File: src/sv/gba_pkg.sv
// Shared constants and codes of the group bitmap inode allocator.
package gba_pkg;

    localparam int MAX_GROUPS      = 16;
    localparam int BITS_PER_GROUP  = 1024;
    localparam int WORD_BITS       = 64;
    localparam int WORDS_PER_GROUP = BITS_PER_GROUP / WORD_BITS;
    localparam int GROUP_W         = 4;
    localparam int WORD_W          = 4;
    localparam int BIT_W           = 10;
    localparam int ADDR_W          = GROUP_W + WORD_W;
    localparam int BITMAP_WORDS    = MAX_GROUPS * WORDS_PER_GROUP;
    localparam int CNT_W           = 11;
    localparam int TOTAL_W         = 15;
    localparam int NG_W            = 5;

    localparam logic [CNT_W-1:0]   CNT_MAX   = 11'h7FF;
    localparam logic [TOTAL_W-1:0] TOTAL_MAX = 15'h7FFF;

    localparam logic [NG_W-1:0]  NG_RESET  = 5'd16;
    localparam logic [CNT_W-1:0] IPG_RESET = 11'd1024;
    localparam logic [CNT_W-1:0] IPG_MIN   = 11'd8;
    localparam logic [CNT_W-1:0] IPG_MAX   = 11'd1024;
    localparam logic [NG_W-1:0]  NG_MAX    = 5'd16;

    localparam logic ACT_ALLOC = 1'b0;
    localparam logic ACT_FREE  = 1'b1;

    localparam logic [1:0] ST_ALLOCATED = 2'd0;
    localparam logic [1:0] ST_FREED     = 2'd1;
    localparam logic [1:0] ST_NO_SPACE  = 2'd2;
    localparam logic [1:0] ST_IGNORED   = 2'd3;

    localparam logic REG_GROUPS = 1'b0;
    localparam logic REG_IPG    = 1'b1;

endpackage

File: src/sv/gba_div.sv
// Restoring divider, one quotient bit per cycle, for number to group and bit.
module gba_div (
    input  logic                        clk,
    input  logic                        rst_n,
    input  logic                        start,
    input  logic [gba_pkg::TOTAL_W-1:0] dividend,
    input  logic [gba_pkg::CNT_W-1:0]   divisor,
    output logic                        done,
    output logic [gba_pkg::TOTAL_W-1:0] quotient,
    output logic [gba_pkg::CNT_W-1:0]   remainder
);

    localparam logic [3:0] LAST_STEP = 4'(gba_pkg::TOTAL_W - 1);

    logic [gba_pkg::CNT_W-1:0]   rem_reg, rem_next;
    logic [gba_pkg::TOTAL_W-1:0] quo_reg, quo_next;
    logic [3:0]                  cnt_reg, cnt_next;
    logic                        run_reg, run_next;
    logic                        done_reg, done_next;
    logic [gba_pkg::CNT_W:0]     trial;
    logic                        fits;

    assign trial = {rem_reg, quo_reg[gba_pkg::TOTAL_W-1]};
    assign fits  = trial >= {1'b0, divisor};

    always_comb
    begin
        rem_next  = rem_reg;
        quo_next  = quo_reg;
        cnt_next  = cnt_reg;
        run_next  = run_reg;
        done_next = 1'b0;
        if (start)
        begin
            rem_next = '0;
            quo_next = dividend;
            cnt_next = '0;
            run_next = 1'b1;
        end
        else if (run_reg)
        begin
            rem_next = fits ? gba_pkg::CNT_W'(trial - {1'b0, divisor})
                            : gba_pkg::CNT_W'(trial);
            quo_next = {quo_reg[gba_pkg::TOTAL_W-2:0], fits};
            cnt_next = cnt_reg + 4'd1;
            if (cnt_reg == LAST_STEP)
            begin
                run_next  = 1'b0;
                done_next = 1'b1;
            end
        end
    end

    always_ff @(posedge clk or negedge rst_n)
    begin
        if (!rst_n)
        begin
            cnt_reg  <= '0;
            run_reg  <= 1'b0;
            done_reg <= 1'b0;
        end
        else
        begin
            cnt_reg  <= cnt_next;
            run_reg  <= run_next;
            done_reg <= done_next;
        end
    end

    always_ff @(posedge clk)
    begin
        rem_reg <= rem_next;
        quo_reg <= quo_next;
    end

    assign done      = done_reg;
    assign quotient  = quo_reg;
    assign remainder = rem_reg;

endmodule

File: config.mk
export PLATFORM = sky130hd
export DESIGN_NAME = gba_div
export DESIGN_NICKNAME = d
export VERILOG_FILES = /design/src/sv/gba_pkg.sv /design/src/sv/gba_div.sv
export SDC_FILE = /design/constraint.sdc
export NUM_CORES = 1
export LEC_CHECK = 0
export BUFFER_PORTS_ARGS = -buffer_cell sky130_fd_sc_hd__buf_2
export CAP_MARGIN = 0
export CORE_ASPECT_RATIO = 1.1
export CORE_MARGIN = 2
export CORE_UTILIZATION = 52
export DETAILED_ROUTE_END_ITERATION = 12
export PLACE_DENSITY_LB_ADDON = 0.2
export SLEW_MARGIN = 20
export SYNTH_ARGS = -nofsm -noshare
export SYNTH_HDL_FRONTEND = slang
export SYNTH_SLANG_ARGS = --single-unit
export TNS_END_PERCENT = 5
File: constraint.sdc
create_clock -name clk -period 2.72 [get_ports clk]
set_input_delay 0 -clock clk [delete_from_list [all_inputs] [get_ports clk]]
set_output_delay 0 -clock clk [all_outputs]
set_load 0.01 [all_outputs]
After elaboration in Yosys (flattened, before gate mapping)
Cells that the tools add are included.
Cells by class
  order comparisons: 1
  $add $sub $neg: 2
  mux-type cells: 11
  reductions and logical operators: 1
  equality and inequality tests: 1
Operator list (count)
  $mux W15: 2
  $ge A12 B11 Y1: 1
  $mux W11: 1
  $sub A11 B11 Y11: 1
  $mux W4: 2
  $mux W1: 6
  $add A4 B1 Y4 const B: 1
  $eq A4 B4 Y1 const B: 1
  $reduce_bool A2 Y1: 1
Storage, ports and cells
  output and inout port bits: 27
  input bits: 29
  register bits after elaboration: 32

Depth between registers and ports, before layout
  word-level depth: 4
  gate-level depth with buffers: 10

Worst setup path before layout
OpenSTA, ideal clock, no wires.
  path kind: reg-to-reg
  start: register quo_reg, in the netlist quotient[14]
  end: register rem_reg, in the netlist remainder[0]
  path slack: 0.482 ns
  data required time: 2.641 ns
  stages on the path, launching flop included: 10
  setup time: 0.079 ns
  arrival: 2.159 ns
  cell sequence: edfxtp_1 inv_1 ha_1 fa_1 nor2b_1 o31a_1 o21ai_2 o21ai_4 mux2_4 a211oi_2
On the way
  longest elaborated chain between the ends: 2
  elaborated cells between the ends (all ways): 3
  those cells by class: 1 x add/sub; 1 x order compare; 1 x mux
RTL lines
  start: declaration: RTL line gba_div.sv:16  | logic [gba_pkg::TOTAL_W-1:0] quo_reg, quo_next;
  start signal: assignment: RTL line gba_div.sv:73  | quo_reg <= quo_next;
  $sub A11 B11 Y11 or $ge A12 B11 Y1 (tied branches): RTL line gba_div.sv:42, gba_div.sv:24
  $mux W11 *: RTL line gba_div.sv:42  | rem_next = fits ? gba_pkg::CNT_W'(trial - {1'b0, divisor})
  end signal: assignment: RTL line gba_div.sv:72  | rem_reg <= rem_next;
  end: declaration: RTL line gba_div.sv:15  | logic [gba_pkg::CNT_W-1:0] rem_reg, rem_next;
Every way passes the cells marked *; elsewhere a longest branch is shown, timed or not.
A chain may end at the register's enable or synchronous reset.

Worst setup path in the final report
  start: register quo_reg, in the netlist quotient[14]
  end: register rem_reg, in the netlist remainder[1]
Same word-level chain as after synthesis.

==> metrics.csv <==
metric;value;unit
status;finished clean;
rrSetupSlack;0.22;ns
ys_seq_area_frac;0.403;
route.vias.total;1620;
gp_congestion;0.874;
dr.pass1.iters;4;
path_clk_slew;0.07;ns
synth_compound_area_frac;0.147;
setup_violations;0;
ys_ff_latch;32;
routed_wirelength;4080;um
synth_area_leaders;edfxtp_1 (22%), dfxtp_1 (11%), mux2_2 (8.3%);
arrival;2.66;ns
synthFlopType;edfxtp_1;
crit_chain;inv_1 -> ha_1 -> fa_1 -> nor2b_1 -> o31a_1 -> o21ai_2 -> o21ai_4 -> buf_12 -> nor4bb_1 -> or3_1;
core_area;3710;um2
hpwl;2960;um
crit_fanout;6;
drive_above_1_share;0.361;
synth_commonest_cells;nor2_1 (20), edfxtp_1 (15), inv_1 (15), mux2_2 (15), ha_1 (13);
cts_made_buffers;5;
cts_root_buffer;clkbuf_8;
cts_tree;built;
async_reset_ff_frac;0.188;
grt_pass1_wl;6800;um
diodes;0;
critPathKind;flip-flop to flip-flop;
crit_buf_inv;2;
drt_iter0_markers;68;
cpLargestDelayFamily;compound AO/OA/AOI/OAI gates;
clk_latency;0.28;ns
hold_class;primary input to flip-flop;
synth_mux_area_frac;0.125;
yosys.cell_count.top_type;nor2_1;
route.detailed.drc;0;
setup_tns;0;ns
grt_max_degree;36;
finalWorstSetupSlack;0.222;ns
ant_nets;0;
num-nets-final;297;
fmax;400;MHz
dpl.cell_count;292;
placed_area;2340;um2
grtUsageTotal;0.196;
die_h;69.6;um
largest_reg_flops;15;
wl_per_cell;13.4;um
pre_cts_slack;0.173;ns
fillers;313;
final_cells;305;
post-route-period-util;0.918;
overflow;0;
synth_top_family_by_area;simple AND/OR/NAND/NOR gates;
fin_crit;2.50;ns
cts_max_level;2;
synth_top_cell_area_share;0.221;
rsz0062_at_grt;no;
worst_ir_drop_vdd;0.000416;V
syn_area_per_cell;10.5;um2
netlist_area;2040;um2
skew;0.00286;ns
drv_slew;0;
wl_met3;262;um
worstPathRequired;2.89;ns
top_layer;met4;
critical-path-max-stage-delay;0.40;ns
initial_core_util;0.549;
synth-xor-area-share;0.0344;
worstSetupStartpointType;flip-flop;
synthSimpleGateAreaFrac;0.147;
viasPerCell;5.31;
tightest_slew;0.674;ns
synth_fp_nets;237;
synth_edf_count;15;
io_buffers;55;
total_power;2.01;mW
relSlewSlack;0.551;
synth.distinct_cells;47;
dieArea;4430;um2
slowest_stage;or3_1;
met2_length;1930;um
antenna_found_initial;0;
first_global_vias;1533;
cts_resized;0;
wl_met1;1820;um
power.leakage;1.17;nW
num_io_pins;56;
drv_cap;0;
row_count;23;
p_per_area;811;nW/um2
setup.worst_path.end_class;flip-flop;
hold_viol_final;0;
postLayoutCellArea;2480;um2
synthAdderAreaFrac;0.0897;
synth_warnings;0;
syn_inst;194;
synth_top_cell_by_area;edfxtp_1;
cts_sinks;32;
die_w;63.7;um
clk_path_buf_depth;2;
area_delta_synth_final;21.6;%
power breakdown:
group	leakage, nW	total (mW)	internal, mW	switching, mW
logic	0.792	0.966	0.484	0.482
clock network	0.0479	0.362	0.178	0.184
registers	0.326	0.681	0.602	0.0791
placed cells by master, fill, tap and decap left out, drive strengths merged, types with 7 or more instances in the layout:
cell type and count:
buf 61, nor2 20, mux2 16, inv 15, edfxtp 15, ha 13
dfxtp 11, o21ai 9, nand2 8, a211oi 8, mux2i 7
through the flow:
stage | hold slack [ns] | util
6_report | 0.0113 | 0.667
5_1_grt | 0.00465 | 0.667
4_1_cts | 0.00450 | 0.656
3_5_place_dp | -0.171 | 0.630
3_3_place_gp | -0.171 | 0.630
2_1_floorplan | -0.296 | -
logic make-up (layout without fill, tap and decap cells):
family / after synthesis / in the layout
muxes: 23 / 23
DFF: 32 / 32
xor gates and xnor gates: 8 / 8
buffers and inverters: 24 / 85
adders and majority gates: 14 / 14
and+or+nand+nor: 54 / 54
AOI/OAI and AO/OA: 39 / 39
final timing paths:
kind                         startpoint  cells past startpoint            to
max in group asynchronous         rst_n                      2    cnt_reg[2]
hold / removal              dividend[0]                      2   quotient[0]
setup reg to reg           quotient[14]                     10  remainder[1]
hold reg to reg            remainder[3]                      2  remainder[3]
min in group asynchronous         rst_n                      2    cnt_reg[0]
setup / recovery           quotient[14]                     10  remainder[1]
layout make-up:
class,instances,area (um2),share of cell area
Sequential cell,32,821,0.331
Tap cell,50,62.6,0.0253
Clock inverter,3,18.8,0.00758
Inverter,15,56.3,0.0227
Clock buffer,5,68.8,0.0278
Timing Repair Buffer,62,343,0.138
Multi-Input combinational cell,138,1110,0.447
per-layer routing:
metal | vias to the layer above | GRT usage
li1 | 825 | -
met1 | 733 | 0.239
met2 | 56 | 0.327
met3 | 6 | 0.0487
met4 | 0 | 0.0797
met5 | - | 0
timing repair:
action	CTS	global route
setup endpoints to repair	0	2
hold buffers	1	0
endpoints found under the hold margin	6	0
buffers inserted	0	4
Power figures use the tool's default switching activity.
